File: config.mk
export PLATFORM = sky130hd
export DESIGN_NAME = ecg_sample_quality_tagger_core_flat
export DESIGN_NICKNAME = d
export VERILOG_FILES = /design/src/rtl/estq_pkg.sv /design/src/rtl/estq_ifs.sv /design/src/rtl/ecg_sample_quality_tagger_core.sv /design/src/rtl/estq_csr.sv /design/src/rtl/estq_core.sv /design/src/flat_wrapper.sv
export SDC_FILE = /design/constraint.sdc
export NUM_CORES = 1
export LEC_CHECK = 0
export ABC_AREA = 1
export ABC_CLOCK_PERIOD_IN_PS = 4250
export BUFFER_PORTS_ARGS = -buffer_cell sky130_fd_sc_hd__buf_2
export CAP_MARGIN = 20
export CORE_ASPECT_RATIO = 1.75
export CORE_MARGIN = 1
export CORE_UTILIZATION = 50
export CTS_BUF_LIST = sky130_fd_sc_hd__clkbuf_8 sky130_fd_sc_hd__clkbuf_16
export DETAILED_ROUTE_END_ITERATION = 8
export PLACE_DENSITY = 0.7
export SETUP_SLACK_MARGIN = 0.2
export SLEW_MARGIN = 10
export SYNTH_ARGS = -nofsm -noshare
export SYNTH_HDL_FRONTEND = slang
export SYNTH_SLANG_ARGS = --single-unit
File: constraint.sdc
create_clock -name clock -period 4.25 [get_ports clock]
set_clock_uncertainty 0.05 [all_clocks]
set_input_delay 0.425 -clock clock [delete_from_list [all_inputs] [get_ports clock]]
set_output_delay 0.425 -clock clock [all_outputs]
set_load 0.01 [all_outputs]
File: src/rtl/estq_pkg.sv
// Shared types and constants for the ECG sample quality tagger.
// Used by the channel interfaces and every module in rtl/.
package estq_pkg;

   localparam int ADC_W        = 32;
   localparam int STAMP_W      = 32;
   localparam int EXP_W        = 8;
   localparam int ZCOUNT_W     = 16;
   localparam int COUNT_W      = 32;
   localparam int FLAG_W       = 6;
   localparam int LEAD_EVT_W   = 2;
   localparam int SLOT_OUT_W   = 10;
   localparam int CSR_INDEX_W  = 8;
   localparam int CSR_DATA_W   = 32;

   localparam int BANK_DEPTH_DEFAULT = 1024;
   localparam int BANK_COUNT_DEFAULT = 2;

   localparam int FLAG_ADC_ERR   = 0;
   localparam int FLAG_ZERO_RUN  = 1;
   localparam int FLAG_EXP_ERR   = 2;
   localparam int FLAG_TIMEOUT   = 3;
   localparam int FLAG_RESTARTED = 4;
   localparam int FLAG_NEW_LOG   = 5;

   localparam logic [EXP_W-1:0] LEAD_BITS = 8'b0000_0011;

   localparam logic [LEAD_EVT_W-1:0] LEAD_NONE = 2'd0;
   localparam logic [LEAD_EVT_W-1:0] LEAD_OFF  = 2'd1;
   localparam logic [LEAD_EVT_W-1:0] LEAD_BACK = 2'd2;

   localparam logic [CSR_INDEX_W-1:0] CSR_ADC_INVALID = 8'd0;
   localparam logic [CSR_INDEX_W-1:0] CSR_EXP_INVALID = 8'd1;
   localparam logic [CSR_INDEX_W-1:0] CSR_ZERO_LIMIT  = 8'd2;
   localparam logic [CSR_INDEX_W-1:0] CSR_GAP_LIMIT   = 8'd3;

   localparam logic [ADC_W-1:0]    ADC_INVALID_RESET = 32'h8000_0000;
   localparam logic [EXP_W-1:0]    EXP_INVALID_RESET = 8'hFF;
   localparam logic [ZCOUNT_W-1:0] ZERO_LIMIT_RESET  = 16'd1000;
   localparam logic [STAMP_W-1:0]  GAP_LIMIT_RESET   = 32'd10;

   typedef struct packed {
      logic [ADC_W-1:0]    adc_invalid_code;
      logic [EXP_W-1:0]    expander_invalid_code;
      logic [ZCOUNT_W-1:0] zero_run_limit;
      logic [STAMP_W-1:0]  gap_limit;
   } cfg_type;

endpackage

File: src/rtl/estq_ifs.sv
// Valid/ready channel interfaces: sample request, tagged result, register write.
// Depends on estq_pkg for field widths.
interface estq_req_if import estq_pkg::*; ();
   logic                    valid;
   logic                    ready;
   logic signed [ADC_W-1:0] adc_value;
   logic [STAMP_W-1:0]      stamp;
   logic [EXP_W-1:0]        expander_byte;
   logic                    restart_event;
   logic                    new_log_event;

   modport source (output valid, adc_value, stamp, expander_byte, restart_event,
                   new_log_event, input ready);
   modport sink (input valid, adc_value, stamp, expander_byte, restart_event,
                 new_log_event, output ready);
endinterface

interface estq_rsp_if import estq_pkg::*; ();
   logic                    valid;
   logic                    ready;
   logic [COUNT_W-1:0]      sample_number;
   logic [FLAG_W-1:0]       flag_bits;
   logic                    reinit_request;
   logic [LEAD_EVT_W-1:0]   lead_event;
   logic                    bank_select;
   logic [SLOT_OUT_W-1:0]   bank_slot;
   logic                    bank_done;

   modport source (output valid, sample_number, flag_bits, reinit_request, lead_event,
                   bank_select, bank_slot, bank_done, input ready);
   modport sink (input valid, sample_number, flag_bits, reinit_request, lead_event,
                 bank_select, bank_slot, bank_done, output ready);
endinterface

interface estq_csr_if import estq_pkg::*; ();
   logic                   valid;
   logic                   ready;
   logic [CSR_INDEX_W-1:0] index;
   logic [CSR_DATA_W-1:0]  data;

   modport source (output valid, index, data, input ready);
   modport sink (input valid, index, data, output ready);
endinterface

File: src/rtl/ecg_sample_quality_tagger_core.sv
// ECG sample quality tagger, top level: register bank plus tagging core.
// Depends on estq_pkg, estq_ifs, estq_csr and estq_core.
// A result word is registered and valid in the cycle after its sample word is accepted.
// Throughput: one sample word per cycle unless the result word is stalled; the result register frees on the take.
// Reset (synchronous): counters, pointers and run count clear, first mark set,
// restart note pending, registers to defaults, no result valid.
module ecg_sample_quality_tagger_core import estq_pkg::*; #(
   parameter int BANK_DEPTH = BANK_DEPTH_DEFAULT,
   parameter int BANK_COUNT = BANK_COUNT_DEFAULT
) (
   input  logic        clock,
   input  logic        reset,
   estq_req_if.sink    req_if,
   estq_rsp_if.source  rsp_if,
   estq_csr_if.sink    csr_if
);

   cfg_type cfg;

   estq_csr u_csr (
      .clock  (clock),
      .reset  (reset),
      .csr_if (csr_if),
      .cfg    (cfg)
   );

   estq_core #(
      .BANK_DEPTH (BANK_DEPTH),
      .BANK_COUNT (BANK_COUNT)
   ) u_core (
      .clock  (clock),
      .reset  (reset),
      .cfg    (cfg),
      .req_if (req_if),
      .rsp_if (rsp_if)
   );

endmodule

File: src/rtl/estq_csr.sv
// Configuration register bank for the sample quality tagger.
// Depends on estq_pkg and estq_csr_if.
module estq_csr import estq_pkg::*; (
   input  logic        clock,
   input  logic        reset,
   estq_csr_if.sink    csr_if,
   output cfg_type     cfg
);

   cfg_type cfg_ff;
   cfg_type cfg_in;
   logic    wr_fire;

   assign csr_if.ready = 1'b1;
   assign wr_fire      = csr_if.valid && csr_if.ready;

   always_comb begin
      cfg_in = cfg_ff;
      if (wr_fire) begin
         case (csr_if.index)
            CSR_ADC_INVALID: cfg_in.adc_invalid_code      = csr_if.data[ADC_W-1:0];
            CSR_EXP_INVALID: cfg_in.expander_invalid_code = csr_if.data[EXP_W-1:0];
            CSR_ZERO_LIMIT:  cfg_in.zero_run_limit        = csr_if.data[ZCOUNT_W-1:0];
            CSR_GAP_LIMIT:   cfg_in.gap_limit             = csr_if.data[STAMP_W-1:0];
            default: begin
            end
         endcase
      end
   end

   always_ff @(posedge clock) begin
      if (reset) begin
         cfg_ff.adc_invalid_code      <= ADC_INVALID_RESET;
         cfg_ff.expander_invalid_code <= EXP_INVALID_RESET;
         cfg_ff.zero_run_limit        <= ZERO_LIMIT_RESET;
         cfg_ff.gap_limit             <= GAP_LIMIT_RESET;
      end else begin
         cfg_ff <= cfg_in;
      end
   end

   assign cfg = cfg_ff;

endmodule

File: src/rtl/estq_core.sv
// Per-sample tagging: flag logic, run/gap/lead state, bank pointers, result register.
// Depends on estq_pkg, estq_req_if and estq_rsp_if.
module estq_core import estq_pkg::*; #(
   parameter int BANK_DEPTH = BANK_DEPTH_DEFAULT,
   parameter int BANK_COUNT = BANK_COUNT_DEFAULT
) (
   input  logic        clock,
   input  logic        reset,
   input  cfg_type     cfg,
   estq_req_if.sink    req_if,
   estq_rsp_if.source  rsp_if
);

   localparam int SlotW = $clog2(BANK_DEPTH);
   localparam int BankW = $clog2(BANK_COUNT);
   localparam logic [SlotW-1:0] SlotLast = SlotW'(BANK_DEPTH - 1);
   localparam logic [BankW-1:0] BankLast = BankW'(BANK_COUNT - 1);

   logic [COUNT_W-1:0]  count_ff, count_in;
   logic [ZCOUNT_W-1:0] zcount_ff, zcount_in;
   logic [STAMP_W-1:0]  last_stamp_ff, last_stamp_in;
   logic                first_ff, first_in;
   logic                leads_off_ff, leads_off_in;
   logic [1:0]          pending_ff, pending_in;
   logic [SlotW-1:0]    slot_ff, slot_in;
   logic [BankW-1:0]    bank_ff, bank_in;

   logic                  rsp_valid_ff, rsp_valid_in;
   logic [COUNT_W-1:0]    num_ff;
   logic [FLAG_W-1:0]     flags_ff, flags_in;
   logic                  reinit_ff, reinit_in;
   logic [LEAD_EVT_W-1:0] lead_ff, lead_in;
   logic                  bsel_ff;
   logic [SLOT_OUT_W-1:0] bslot_ff;
   logic                  done_ff, done_in;

   logic                req_fire;
   logic [STAMP_W-1:0]  gap;
   logic [ZCOUNT_W-1:0] zcount_step;
   logic                lead_now;
   logic                leads_prev;
   logic [31:0]         slot_wide;
   logic [31:0]         bank_wide;

   assign req_if.ready = !rsp_valid_ff || rsp_if.ready;
   assign req_fire     = req_if.valid && req_if.ready;

   assign gap       = req_if.stamp - last_stamp_ff;
   assign lead_now  = |(req_if.expander_byte & LEAD_BITS);
   assign slot_wide = 32'(slot_ff);
   assign bank_wide = 32'(bank_ff);
   assign done_in   = (slot_ff == SlotLast);

   always_comb begin
      flags_in = '0;
      flags_in[FLAG_RESTARTED] = pending_ff[0] | req_if.restart_event;
      flags_in[FLAG_NEW_LOG]   = pending_ff[1] | req_if.new_log_event;
      flags_in[FLAG_ADC_ERR]   = (req_if.adc_value == cfg.adc_invalid_code);
      flags_in[FLAG_EXP_ERR]   = (req_if.expander_byte == cfg.expander_invalid_code);
      flags_in[FLAG_TIMEOUT]   = (gap > cfg.gap_limit) && !first_ff;

      if (req_if.adc_value == '0) begin
         zcount_step = (zcount_ff == '1) ? zcount_ff : zcount_ff + 1'b1;
      end else begin
         zcount_step = '0;
      end
      flags_in[FLAG_ZERO_RUN] = (zcount_step > cfg.zero_run_limit);

      reinit_in  = |flags_in[FLAG_TIMEOUT:FLAG_ADC_ERR];
      leads_prev = reinit_in ? 1'b0 : leads_off_ff;

      if (lead_now) begin
         lead_in = leads_prev ? LEAD_NONE : LEAD_OFF;
      end else begin
         lead_in = leads_prev ? LEAD_BACK : LEAD_NONE;
      end
   end

   always_comb begin
      count_in      = count_ff;
      zcount_in     = zcount_ff;
      last_stamp_in = last_stamp_ff;
      first_in      = first_ff;
      leads_off_in  = leads_off_ff;
      pending_in    = pending_ff;
      slot_in       = slot_ff;
      bank_in       = bank_ff;
      rsp_valid_in  = rsp_valid_ff && !rsp_if.ready;
      if (req_fire) begin
         count_in      = count_ff + 1'b1;
         zcount_in     = reinit_in ? '0 : zcount_step;
         last_stamp_in = req_if.stamp;
         first_in      = reinit_in;
         leads_off_in  = lead_now;
         pending_in    = '0;
         rsp_valid_in  = 1'b1;
         if (done_in) begin
            slot_in = '0;
            bank_in = (bank_ff == BankLast) ? '0 : bank_ff + 1'b1;
         end else begin
            slot_in = slot_ff + 1'b1;
         end
      end
   end

   always_ff @(posedge clock) begin
      if (reset) begin
         count_ff      <= '0;
         zcount_ff     <= '0;
         last_stamp_ff <= '0;
         first_ff      <= 1'b1;
         leads_off_ff  <= 1'b0;
         pending_ff    <= 2'b01;
         slot_ff       <= '0;
         bank_ff       <= '0;
         rsp_valid_ff  <= 1'b0;
      end else begin
         count_ff      <= count_in;
         zcount_ff     <= zcount_in;
         last_stamp_ff <= last_stamp_in;
         first_ff      <= first_in;
         leads_off_ff  <= leads_off_in;
         pending_ff    <= pending_in;
         slot_ff       <= slot_in;
         bank_ff       <= bank_in;
         rsp_valid_ff  <= rsp_valid_in;
      end
   end

   always_ff @(posedge clock) begin
      if (req_fire) begin
         num_ff    <= count_ff;
         flags_ff  <= flags_in;
         reinit_ff <= reinit_in;
         lead_ff   <= lead_in;
         bsel_ff   <= bank_wide[0];
         bslot_ff  <= slot_wide[SLOT_OUT_W-1:0];
         done_ff   <= done_in;
      end
   end

   assign rsp_if.valid          = rsp_valid_ff;
   assign rsp_if.sample_number  = num_ff;
   assign rsp_if.flag_bits      = flags_ff;
   assign rsp_if.reinit_request = reinit_ff;
   assign rsp_if.lead_event     = lead_ff;
   assign rsp_if.bank_select    = bsel_ff;
   assign rsp_if.bank_slot      = bslot_ff;
   assign rsp_if.bank_done      = done_ff;

   a_fire_gives_word: assert property (@(posedge clock) disable iff (reset)
      req_fire |=> rsp_valid_ff)
      else $error("accepted sample produced no result word");

   a_no_overwrite: assert property (@(posedge clock) disable iff (reset)
      (rsp_valid_ff && !rsp_if.ready) |-> !req_if.ready)
      else $error("input accepted while result word stalled");

   a_error_clears: assert property (@(posedge clock) disable iff (reset)
      (req_fire && reinit_in) |=> (zcount_ff == '0) && first_ff)
      else $error("error did not clear zero count and first mark");

   a_notes_cleared: assert property (@(posedge clock) disable iff (reset)
      req_fire |=> (pending_ff == 2'b00))
      else $error("held notes survived a sample");

   a_number_tracks: assert property (@(posedge clock) disable iff (reset)
      req_fire |=> (num_ff == $past(count_ff)) && (count_ff == num_ff + 1'b1))
      else $error("sample number out of step with counter");

endmodule
File: src/flat_wrapper.sv
// flat-port wrapper written by rule: the top's interface ports become plain ports
module ecg_sample_quality_tagger_core_flat import estq_pkg::*;
#(
   parameter int BANK_DEPTH = BANK_DEPTH_DEFAULT,
   parameter int BANK_COUNT = BANK_COUNT_DEFAULT
)
  (clock, reset, req_if_valid, req_if_adc_value, req_if_stamp, req_if_expander_byte, req_if_restart_event, req_if_new_log_event, req_if_ready, rsp_if_valid, rsp_if_sample_number, rsp_if_flag_bits, rsp_if_reinit_request, rsp_if_lead_event, rsp_if_bank_select, rsp_if_bank_slot, rsp_if_bank_done, rsp_if_ready, csr_if_valid, csr_if_index, csr_if_data, csr_if_ready);
  estq_req_if req_if_i ();
  estq_rsp_if rsp_if_i ();
  estq_csr_if csr_if_i ();
  input  logic clock;
  input  logic reset;
  input wire logic [$bits(req_if_i.valid)-1:0] req_if_valid;
  input wire logic [$bits(req_if_i.adc_value)-1:0] req_if_adc_value;
  input wire logic [$bits(req_if_i.stamp)-1:0] req_if_stamp;
  input wire logic [$bits(req_if_i.expander_byte)-1:0] req_if_expander_byte;
  input wire logic [$bits(req_if_i.restart_event)-1:0] req_if_restart_event;
  input wire logic [$bits(req_if_i.new_log_event)-1:0] req_if_new_log_event;
  output wire logic [$bits(req_if_i.ready)-1:0] req_if_ready;
  output wire logic [$bits(rsp_if_i.valid)-1:0] rsp_if_valid;
  output wire logic [$bits(rsp_if_i.sample_number)-1:0] rsp_if_sample_number;
  output wire logic [$bits(rsp_if_i.flag_bits)-1:0] rsp_if_flag_bits;
  output wire logic [$bits(rsp_if_i.reinit_request)-1:0] rsp_if_reinit_request;
  output wire logic [$bits(rsp_if_i.lead_event)-1:0] rsp_if_lead_event;
  output wire logic [$bits(rsp_if_i.bank_select)-1:0] rsp_if_bank_select;
  output wire logic [$bits(rsp_if_i.bank_slot)-1:0] rsp_if_bank_slot;
  output wire logic [$bits(rsp_if_i.bank_done)-1:0] rsp_if_bank_done;
  input wire logic [$bits(rsp_if_i.ready)-1:0] rsp_if_ready;
  input wire logic [$bits(csr_if_i.valid)-1:0] csr_if_valid;
  input wire logic [$bits(csr_if_i.index)-1:0] csr_if_index;
  input wire logic [$bits(csr_if_i.data)-1:0] csr_if_data;
  output wire logic [$bits(csr_if_i.ready)-1:0] csr_if_ready;
  assign req_if_i.valid = req_if_valid;
  assign req_if_i.adc_value = req_if_adc_value;
  assign req_if_i.stamp = req_if_stamp;
  assign req_if_i.expander_byte = req_if_expander_byte;
  assign req_if_i.restart_event = req_if_restart_event;
  assign req_if_i.new_log_event = req_if_new_log_event;
  assign req_if_ready = req_if_i.ready;
  assign rsp_if_valid = rsp_if_i.valid;
  assign rsp_if_sample_number = rsp_if_i.sample_number;
  assign rsp_if_flag_bits = rsp_if_i.flag_bits;
  assign rsp_if_reinit_request = rsp_if_i.reinit_request;
  assign rsp_if_lead_event = rsp_if_i.lead_event;
  assign rsp_if_bank_select = rsp_if_i.bank_select;
  assign rsp_if_bank_slot = rsp_if_i.bank_slot;
  assign rsp_if_bank_done = rsp_if_i.bank_done;
  assign rsp_if_i.ready = rsp_if_ready;
  assign csr_if_i.valid = csr_if_valid;
  assign csr_if_i.index = csr_if_index;
  assign csr_if_i.data = csr_if_data;
  assign csr_if_ready = csr_if_i.ready;
  ecg_sample_quality_tagger_core #(.BANK_DEPTH(BANK_DEPTH), .BANK_COUNT(BANK_COUNT)) u_core (.clock(clock), .reset(reset), .req_if(req_if_i), .rsp_if(rsp_if_i), .csr_if(csr_if_i));
endmodule
==> results.py, run 1 <==
metrics = {
    "final_layout": {
        "final_common_cell": "nand2_1",
        "utilization_pct": 58.6,
        "area_growth_pct": 15.7,
        "layout_common_cells": "339 x nand2_1, 246 x inv_1, 192 x nor2_1, 190 x a21oi_1, 183 x dfxtp_1",
        "layout-drive-gt1-share_pct": 13.4,
        "nets": 2136,
    },
    "yosys": {
        "synthXorXnorAreaFrac_pct": 4.55,
        "synth-simple-area-share_pct": 23.0,
        "synth-adder-area-share_pct": 7.99,
        "ys_ff_latch": 236,
        "ys_warn_count": 0,
        "postSynthAreaPerCell_um2": 7.37,
        "yosysSeqAreaShare_pct": 40.1,
        "syn_area_mm2": 0.0131,
        "synthDistinctLibCells": 49,
        "synth_top_family_by_area": "simple AND/OR/NAND/NOR gates",
        "synth-compound-area-share_pct": 15.5,
        "syn_nets": 1979,
        "netlist_instances": 1777,
        "yosys-mux-area-fraction_pct": 0,
    },
    "clock_tree": {
        "htreeDepth": 1,
        "postCtsResizedCells": 0,
        "cts_tree": "built",
        "insertion_delay_ns": 0.54,
        "root_buffer": "clkbuf_16",
        "path_clk_slew_ns": 0.06,
        "clkSinkCount": 236,
        "postCtsSetupBuffers": 0,
        "cts_buffers": 24,
        "postCtsHoldBufs": 0,
        "clockBufferDepth": 3,
    },
    "setup_path": {
        "startpoint_type": "flop",
        "cp_slowest_cell": "ha_1",
        "cp_max_fo": 16,
        "crit_buf_inv": 3,
        "cp_top_family": "compound AO/OA/AOI/OAI gates",
        "required_ns": 4.66,
        "arrival_ns": 4.03,
        "max_stage_delay_ns": 0.33,
        "worstSetupPathType": "flop to flop",
        "cp-end-kind": "flop",
        "path_cells": "inv_1, ha_1, a21oi_1, nand2_1, a21oi_1, inv_1, nand2_1, nand2b_1, a21oi_1, xnor2_1, ha_1, a21oi_1, o21ai_0, nand2_1, nand2_1, a21oi_1, nand2_1, nand2_1, buf_4, nand3_1, a21oi_1",
    },
    "die": {
        "start_util_pct": 50.6,
        "dieArea_mm2": 0.0269,
        "ios": 175,
        "row_count": 78,
        "core_area_mm2": 0.0259,
        "die_w_um": 124,
        "fp.dieH_um": 216,
    },
    "pwr": {
        "vdd_ir_drop_max_v": 0.000334,
        "p_leak_uw": 0.00667,
        "power_density_mw_per_mm2": 372,
        "p_total_uw": 5630,
    },
    "grt": {
        "grt_overflow": 0,
        "grt_pass1_wl_um": 56500,
        "antenna_found_initial": 8,
        "grt_max_degree": 104,
        "track_usage_pct": 26.5,
        "grt_pass1_vias": 11600,
    },
    "route": {
        "drt-initial-drc-count": 746,
        "wl_per_cell_um": 15.9,
        "drt_first_pass_iters": 5,
        "drc": 0,
        "via_per_inst": 5.35,
        "wirelength_um": 36200,
        "num_vias": 12200,
        "ant_nets": 0,
    },
    "flow_run": {
        "maxCapViolations": 0,
    },
    "timing": {
        "rsz0062_at_grt": "no",
        "finalCriticalPeriod_ns": 3.62,
        "tightest_slew_ns": 0.986,
        "max_freq_mhz": 276,
        "timing.setup.tns_ns": 0,
        "post-route-period-util_pct": 85.2,
        "slew_violations": 0,
        "relSlewSlack_pct": 34.3,
        "setup_viol": 0,
        "final_hold_viol_count": 0,
    },
    "run_status": {
        "status": "finished, final reports clean",
    },
    "worst_hold_path": {
        "hold_class": "input pin to flop",
    },
    "placement": {
        "gp_congestion": 0.956,
        "hpwl_um": 28000,
        "port_buffers": 173,
    },
}
## sequential cells by signal, indices dropped and copies added, names as in the netlist, 2 cells and up
signal                              cells
u_core.u_core.last_stamp_ff            32
u_core.u_core.count_ff                 32
u_core.u_core.rsp_if.lead_event         2
u_core.u_csr.cfg                       88
u_core.u_core.zcount_ff                16
u_core.u_core.slot_ff                  10
u_core.u_core.rsp_if.flag_bits          6
u_core.u_core.rsp_if.bank_slot         10
u_core.u_core.rsp_if.sample_number     32
## kinds of logic after synthesis
group / count (synthesis)
other cells: 1
simple gates: 702
compound gates: 385
buf+inv: 302
fa+ha+maj: 83
flops: 236
xor+xnor: 68
## routing by layer
layer	up-vias	track usage, %	wire length (µm)
li1	6129	-	-
met5	-	0	19
met2	318	52.7	19800
met1	5613	24.3	12400
met4	4	18.0	2520
met3	118	3.51	1420
## through the flow
stage	cell area, µm²	hold slack (ns)	instances	setup WS, ns
6_report	15100	0.0234	2278	0.628
3_5_place_dp	14200	0.394	2228	0.361
3_3_place_gp	14200	0.383	2228	0.459
2_1_floorplan	13100	0.358	1777	0.953
4_1_cts	15100	0.000258	2272	0.542
5_1_grt	15100	0.0104	2277	0.265
## synth_stat cells (all sizes together)
cell	instances	share of area, %
a21boi	1	0.057
a21o	6	0.34
a21oi	190	7.3
a221oi	1	0.067
a22oi	1	0.057
a311oi	2	0.13
a31oi	6	0.29
and3	3	0.14
buf	9	0.41
clkbuf	47	1.3
conb	1	0.029
dfxtp	183	28
edfxtp	53	12
fa	1	0.15
ha	82	7.8
inv	246	7.0
nand2	346	10
nand2b	1	0.048
nand3	84	3.4
nand3b	2	0.11
nand4	21	1.1
nor2	202	6.2
nor3	33	1.4
nor3b	3	0.21
nor4	1	0.048
o211ai	16	0.92
o21a	8	0.46
o21ai	150	5.7
o21bai	4	0.23
or2	6	0.29
xnor2	35	2.3
xor2	33	2.2
## final timing paths
| check | start | end | slack [ns] | cells past startpoint |
|---|---|---|---|---|
| hold reg to reg | u_core.u_core.bank_ff$_SDFFE_PP0P_ | u_core.u_core.bank_ff$_SDFFE_PP0P_ | 0.40 | 1 |
| setup / recovery | u_core.u_core.last_stamp_ff[2]$_SDFFE_PP0P_ | u_core.u_core.zcount_ff[15]$_SDFFE_PP0P_ | 0.63 | 21 |
| hold / removal | req_if_new_log_event | u_core.u_core.rsp_if.flag_bits[5]$_DFFE_PP_ | 0.02 | 1 |
| setup reg to reg | u_core.u_core.last_stamp_ff[2]$_SDFFE_PP0P_ | u_core.u_core.zcount_ff[15]$_SDFFE_PP0P_ | 0.63 | 21 |
## where the power goes
group / internal (µW) / switching, µW
Sequential: 2350 / 21.7
Combinational: 339 / 583
Clock: 1420 / 914
## area by class of cell
cell class	instances	area [µm²]
fill	2462	10700
inverter	246	925
clock buffer	29	669
timing repair buffer	187	971
antenna	6	15.0
tap	320	400
multi-input combinational	1239	6710
clock inverter	15	208
sequential	236	5260
No activity file was read; power rests on OpenSTA's default activity.
==> run 2, diff against run 1 <==
--- a/config.mk
+++ b/config.mk
@@ -14,9 +14,10 @@
 export CORE_UTILIZATION = 50
 export CTS_BUF_LIST = sky130_fd_sc_hd__clkbuf_8 sky130_fd_sc_hd__clkbuf_16
 export DETAILED_ROUTE_END_ITERATION = 8
-export PLACE_DENSITY = 0.7
+export PLACE_DENSITY = 0.69
 export SETUP_SLACK_MARGIN = 0.2
 export SLEW_MARGIN = 10
 export SYNTH_ARGS = -nofsm -noshare
 export SYNTH_HDL_FRONTEND = slang
+export SYNTH_HIERARCHICAL = 1
 export SYNTH_SLANG_ARGS = --single-unit
==> constraint.sdc (replaced) <==
create_clock -name clock -period 4.25 [get_ports clock]
set_clock_uncertainty 0.05 [all_clocks]
set_input_delay 0.2125 -clock clock [delete_from_list [all_inputs] [get_ports clock]]
set_output_delay 0.2125 -clock clock [all_outputs]
set_load 0.01 [all_outputs]
==> results.py, run 2 <==
metrics = {
    "final_layout": {
        "final_common_cell": "nand2_1",
        "antenna_cells": 0,
        "area_growth_pct": 19.2,
        "largest_reg_flops": 88,
        "layout-drive-gt1-share_pct": 12.6,
        "layout_common_cells": "393 x nand2_1, 264 x inv_1, 218 x nor2_1, 206 x a21oi_1, 183 x dfxtp_1",
        "nets": 2347,
    },
    "route": {
        "via_per_inst": 5.18,
        "dr_wl_met3_um": 1450,
        "wirelength_um": 35900,
        "wl_per_cell_um": 14.2,
        "drt-initial-drc-count": 525,
        "drc": 0,
        "dr_wl_met2_um": 18200,
        "wl_met1_um": 14300,
        "drt_first_pass_iters": 5,
        "ant_nets": 0,
        "top_layer_used": "met4",
        "num_vias": 13100,
    },
    "yosys": {
        "yosysMostFrequentCell": "nand2_1",
        "ys_ff_latch": 236,
        "synth_top_area_cell": "dfxtp_1",
        "yosysSeqAreaShare_pct": 38.2,
        "synth_top_area_share_pct": 26.6,
        "ys.flop_type": "dfxtp_1",
        "syn_area_mm2": 0.0138,
        "ys_warn_count": 6,
        "syn_nets": 2130,
        "ys_top_cells_by_count": "394 x nand2_1, 261 x inv_1, 218 x nor2_1",
        "postSynthAreaPerCell_um2": 7.14,
        "synthArstFlopShare_pct": 0,
        "synth_edf_count": 53,
        "synthDistinctLibCells": 49,
        "netlist_instances": 1928,
        "synth.area.top_cells": "dfxtp_1 27%, edfxtp_1 12%, nand2_1 11%, a21oi_1 7.6%, ha_1 7.5%",
    },
    "grt": {
        "grt_pass1_wl_um": 58700,
        "grt_max_degree": 85,
        "track_usage_pct": 25.6,
        "grt_overflow": 0,
        "grt_pass1_vias": 12500,
        "antenna_found_initial": 0,
    },
    "timing": {
        "post-route-period-util_pct": 86.2,
        "timing.setup.tns_ns": 0,
        "rsz0062_at_grt": "no",
        "slew_violations": 0,
        "tightest_slew_ns": 1.03,
        "finalCriticalPeriod_ns": 3.67,
        "setup_viol": 0,
        "final_hold_viol_count": 0,
        "max_freq_mhz": 273,
        "relSlewSlack_pct": 31.4,
    },
    "die": {
        "row_count": 80,
        "dieArea_mm2": 0.0282,
        "core_area_mm2": 0.0271,
        "fp.dieH_um": 222,
        "die_w_um": 127,
        "ios": 175,
        "start_util_pct": 50.8,
    },
    "clock_tree": {
        "path_clk_slew_ns": 0.07,
        "postCtsSetupBuffers": 0,
        "insertion_delay_ns": 0.53,
        "clkSinkCount": 236,
        "cts_tree": "built",
        "clockBufferDepth": 3,
        "cts_buffers": 22,
        "htreeDepth": 1,
        "root_buffer": "clkbuf_16",
    },
    "setup_path": {
        "reg2reg_slack_ns": 0.58,
        "reg2reg_to": "u_core/u_core/zcount_ff[15]$_SDFFE_PP0P_",
        "startpoint_type": "flop",
        "r2r_start": "u_core/u_core/last_stamp_ff[0]$_SDFFE_PP0P_",
        "required_ns": 4.66,
        "cp-end-kind": "flop",
        "worstSetupPathType": "flop to flop",
        "arrival_ns": 4.07,
        "reg2reg_depth": 24,
        "cp_max_fo": 10,
    },
    "pwr": {
        "vdd_ir_drop_max_v": 0.000247,
        "power_density_mw_per_mm2": 328,
        "sw_frac_of_total_pct": 28.3,
        "p_comb_share_pct": 18.6,
        "internal-power_uw": 3860,
        "seq_power_share_pct": 44.0,
        "p_leak_uw": 0.00725,
        "switchingPower_uw": 1530,
        "clock_power_share_pct": 37.4,
        "p_total_uw": 5390,
    },
    "placement": {
        "hpwl_um": 26300,
        "port_buffers": 173,
        "gp_congestion": 0.889,
    },
    "worst_hold_path": {
        "hp-start": "csr_if_data[28]",
        "hold_depth": 5,
        "holdPathEnd": "u_core/u_csr/cfg[28]$_SDFFE_PP0P_",
        "hold_class": "input pin to flop",
    },
    "flow_run": {
        "maxCapViolations": 0,
    },
    "run_status": {
        "status": "finished, final reports clean",
    },
}
==> run 2: cell types whose count changed after synthesis, sizes merged, moves of 23 or more <==
cell and change:
nand3 +88, o21ai -73, nand2 +57, buf +37, nor2 +29, clkbuf -23
==> run 2: worst max-delay path, cell delays in order, from the launching register on <==
cell and delay [ns]:
dfxtp_1 0.33, ha_1 0.14, inv_1 0.06, fa_1 0.41, nand3_1 0.09, nand2_1 0.14, nand2_1 0.10, nand2_1 0.10
nand2_1 0.08, nand2_1 0.07, nand2_1 0.07, nand2_1 0.11, a21oi_1 0.19, xnor2_1 0.20, ha_1 0.31, nand2_1 0.06
o21ai_0 0.08, nand2_1 0.07, nand2_1 0.05, a21oi_2 0.17, nand2_1 0.09, nand2_2 0.17, buf_4 0.22, nand3_1 0.09
a21oi_1 0.14
==> run 2: power by group through the flow <==
stage | clock network [µW] | registers [µW] | logic (µW)
final | 2010 | 2370 | 1010
after global routing | 2150 | 2380 | 1140
after CTS | 2070 | 2370 | 996
after detailed placement | 0 | 2420 | 938
after global placement | 0 | 2420 | 926
after floorplan | 0 | 2440 | 618
==> run 2: timing repair <==
action / CTS / global route
endpoints found under the setup margin: 7 / 21
hold endpoints to repair: 89 / 0
hold buffers: 72 / 0
resized for setup: 1 / 8
==> run 2: layout make-up <==
class / instances / area, µm²
well taps: 369 / 462
multi-input cells: 1357 / 7230
clock buffers: 24 / 578
inverters: 265 / 995
repair buffers: 263 / 1730
clock inverters: 16 / 156
fillers: 2520 / 10700
flip-flops and latches: 236 / 5260
==> run 2: cell families after synthesis <==
family,share of synthesized area [%]
AND/OR/NAND/NOR,28.2
buffers and inverters,9.59
AO/OA/AOI/OAI,12.1
flip-flops,38.2
adder cells (fa/ha/maj),7.60
XOR/XNOR,4.26
other,0.0272
==> run 2: per-layer routing <==
layer | GRT usage (%) | vias to the layer above
met5 | 0 | -
met4 | 14.9 | 0
li1 | - | 6691
met2 | 46.1 | 360
met1 | 28.8 | 5958
met3 | 2.78 | 107
==> run 2: worst max path at each step <==
stage               cells past startpoint                                          from                                           end  slack [ns]
floorplan                              19   u_core/u_core/last_stamp_ff[0]$_SDFFE_PP0P_   u_core/u_core/rsp_if.flag_bits[3]$_DFFE_PP_        1.12
global placement                       22                               req_if_stamp[6]  u_core/u_core/rsp_if.lead_event[0]$_DFFE_PP_        0.18
detailed placement                     23                               req_if_stamp[0]      u_core/u_core/zcount_ff[15]$_SDFFE_PP0P_        0.13
CTS                                    23                               req_if_stamp[6]      u_core/u_core/zcount_ff[15]$_SDFFE_PP0P_        0.21
global route                           20  u_core/u_core/last_stamp_ff[26]$_SDFFE_PP0P_      u_core/u_core/zcount_ff[12]$_SDFFE_PP0P_        0.22
finish                                 24   u_core/u_core/last_stamp_ff[0]$_SDFFE_PP0P_      u_core/u_core/zcount_ff[15]$_SDFFE_PP0P_        0.58
==> run 2: metrics by stage <==
step	cell area, µm²	util, %	std cells	worst slack, ns	hold WS (ns)
floorplan	13800	-	1928	1.12	0.261
global placement	14900	55.0	2418	0.184	0.344
detailed placement	14900	55.0	2418	0.126	0.345
CTS	16400	60.4	2530	0.210	0.000999
global route	16400	60.5	2530	0.222	0.0244
finish	16400	60.5	2530	0.585	0.0214
==> run 3, diff against run 2 <==
--- a/config.mk
+++ b/config.mk
@@ -14,7 +14,7 @@
 export CORE_UTILIZATION = 50
 export CTS_BUF_LIST = sky130_fd_sc_hd__clkbuf_8 sky130_fd_sc_hd__clkbuf_16
 export DETAILED_ROUTE_END_ITERATION = 8
-export PLACE_DENSITY = 0.69
+export PLACE_DENSITY = 0.66
 export SETUP_SLACK_MARGIN = 0.2
 export SLEW_MARGIN = 10
 export SYNTH_ARGS = -nofsm -noshare
==> results.py, run 3 (same netlist as run 2, synthesis figures left out) <==
metrics = {
    "final_layout": {
        "area_growth_pct": 18.9,
        "multi_input_area_mm2": 0.00723,
        "layout_common_cells": "393 x nand2_1, 264 x inv_1, 218 x nor2_1, 207 x a21oi_1, 183 x dfxtp_1",
        "seq_area_mm2": 0.00526,
        "largest_reg_flops": 88,
        "utilization_pct": 60.4,
        "antenna_cells": 0,
        "layout-drive-gt1-share_pct": 12.5,
        "nets": 2340,
        "final_common_cell": "nand2_1",
        "fill_cells": 2541,
    },
    "setup_path": {
        "cp_max_fo": 8,
        "arrival_ns": 4.16,
        "startpoint_type": "input pin",
        "worstSetupPathType": "input pin to flop",
        "required_ns": 4.66,
        "cpMostUsedCell": "nand2_1",
        "crit_buf_inv": 5,
        "cp-end-kind": "flop",
        "cp_top_family": "simple AND/OR/NAND/NOR gates",
        "cp_slowest_cell": "dlygate4sd3_1",
        "max_stage_delay_ns": 0.53,
        "path_cells": "dlygate4sd3_1, buf_2, inv_1, ha_1, inv_1, fa_1, nand3_1, nand2_1, nand2_1, nand2_1, nand2_1, nand2_1, nand2_1, nand2_1, a21oi_1, xnor2_1, ha_1, nand3_1, nor3_1, a21oi_1, nand2_2, buf_4, nand3_1, a21oi_1",
    },
    "timing": {
        "tightest_slew_ns": 1.03,
        "timing.setup.tns_ns": 0,
        "relSlewSlack_pct": 31.5,
        "final.setup.worst_slack_ns": 0.509,
        "max_freq_mhz": 267,
        "slew_violations": 0,
        "final_hold_viol_count": 0,
        "finalCriticalPeriod_ns": 3.74,
        "setup_viol": 0,
        "post-route-period-util_pct": 88.0,
        "rsz0062_at_grt": "yes",
    },
    "route": {
        "drt_first_pass_iters": 5,
        "via_per_inst": 5.13,
        "drc": 0,
        "wirelength_um": 35400,
        "num_vias": 12900,
        "drt-initial-drc-count": 569,
        "ant_nets": 0,
        "wl_per_cell_um": 14.0,
    },
    "placement": {
        "port_buffers": 173,
        "hpwl_um": 26100,
        "gp_congestion": 0.942,
        "place_ws_ns": 0.257,
    },
    "grt": {
        "antenna_found_initial": 0,
        "track_usage_pct": 25.3,
        "grt_pass1_wl_um": 58300,
        "grt_max_degree": 69,
        "grt_overflow": 0,
        "grt_pass1_vias": 12300,
    },
    "die": {
        "dieArea_mm2": 0.0282,
        "die_w_um": 127,
        "start_util_pct": 50.8,
        "fp.dieH_um": 222,
        "row_count": 80,
        "ios": 175,
        "core_area_mm2": 0.0271,
    },
    "pwr": {
        "p_leak_uw": 0.00725,
        "vdd_ir_drop_max_v": 0.000266,
        "p_total_uw": 5460,
        "power_density_mw_per_mm2": 333,
    },
    "clock_tree": {
        "htreeDepth": 1,
        "clkSinkCount": 236,
        "clockBufferDepth": 3,
        "cts_tree": "built",
        "postCtsSetupBuffers": 0,
        "path_clk_slew_ns": 0.06,
        "insertion_delay_ns": 0.53,
        "cts_buffers": 23,
        "root_buffer": "clkbuf_16",
    },
    "run_status": {
        "status": "finished, final reports clean",
    },
    "worst_hold_path": {
        "hold_class": "input pin to flop",
    },
    "flow_run": {
        "maxCapViolations": 0,
    },
}
-- run 3: cell types whose count changed in the layout (fill, tap and decap cells not counted), sizes merged --
cell / before / now
buf: 191 / 189
bufinv: 2 / 3
clkinv: 4 / 8
clkinvlp: 5 / 2
dlygate4sd3: 72 / 66
-- run 3: worst paths after layout --
kind              slack, ns  cells after the start                                        start                                          endpoint
hold / removal         0.02                      5                              csr_if_data[28]                 u_core/u_csr/cfg[28]$_SDFFE_PP0P_
hold reg to reg        0.38                      0      u_core/u_core/count_ff[31]$_SDFFE_PP0P_  u_core/u_core/rsp_if.sample_number[31]$_DFFE_PP_
setup reg to reg       0.54                     22  u_core/u_core/last_stamp_ff[3]$_SDFFE_PP0P_           u_core/u_core/zcount_ff[4]$_SDFFE_PP0P_
setup / recovery       0.51                     24                              req_if_stamp[0]           u_core/u_core/zcount_ff[4]$_SDFFE_PP0P_
-- run 3: worst register-to-register path, cell delays in order (launching register included) --
cell and delay, ns:
dfxtp_1 0.31, inv_1 0.06, ha_1 0.35, nand2_1 0.10, nor2_1 0.14, a21oi_2 0.12, o21ai_0 0.45, nand2_1 0.11
nand2_1 0.14, nand2_1 0.07, nand2_1 0.08, xor2_1 0.22, ha_1 0.30, a21oi_1 0.14, o21ai_0 0.11, nand2_1 0.07
nand2_1 0.05, a21oi_1 0.12, nand2_1 0.08, nand2_2 0.17, buf_4 0.21, nand3_1 0.08, a21oi_1 0.13
-- run 3: layer usage --
layer | vias up | wire length, µm | part of all wire (%) | track usage, %
met2 | 323 | 18500 | 52 | 47.9
li1 | 6688 | - | - | -
met4 | 0 | 1010 | 2.9 | 8.72
met3 | 63 | 1540 | 4.3 | 2.78
met1 | 5869 | 14300 | 40 | 28.7
met5 | - | 0 | 0 | 0
-- run 3: stage by stage --
| step | hold slack [ns] | area, µm² | cells |
|---|---|---|---|
| 2_1_floorplan | 0.261 | 13800 | 1928 |
| 3_3_place_gp | 0.344 | 14900 | 2416 |
| 3_5_place_dp | 0.345 | 14900 | 2416 |
| 4_1_cts | 0.00583 | 16300 | 2524 |
| 5_1_grt | 0.0413 | 16400 | 2524 |
| 6_report | 0.0189 | 16400 | 2524 |
-- run 3: layout make-up --
| class | count | area share, % |
|---|---|---|
| inverters | 265 | 6.07 |
| clock inverters | 18 | 1.11 |
| flip-flops and latches | 236 | 32.1 |
| well taps | 369 | 2.82 |
| repair buffers | 255 | 10.1 |
| multi-input cells | 1357 | 44.2 |
| clock buffers | 24 | 3.60 |
-- run 3: power breakdown --
group | switching, µW | leakage (µW) | internal (µW)
sequential | 20.3 | 0.00201 | 2350
combinational | 602 | 0.00484 | 385
clock | 903 | 0.000388 | 1200
-- run 3: what timing repair did --
action,CTS,global route
hold endpoints to repair,88,0
hold buffers,66,0
gates resized for setup,0,6
endpoints found under the setup margin,0,20
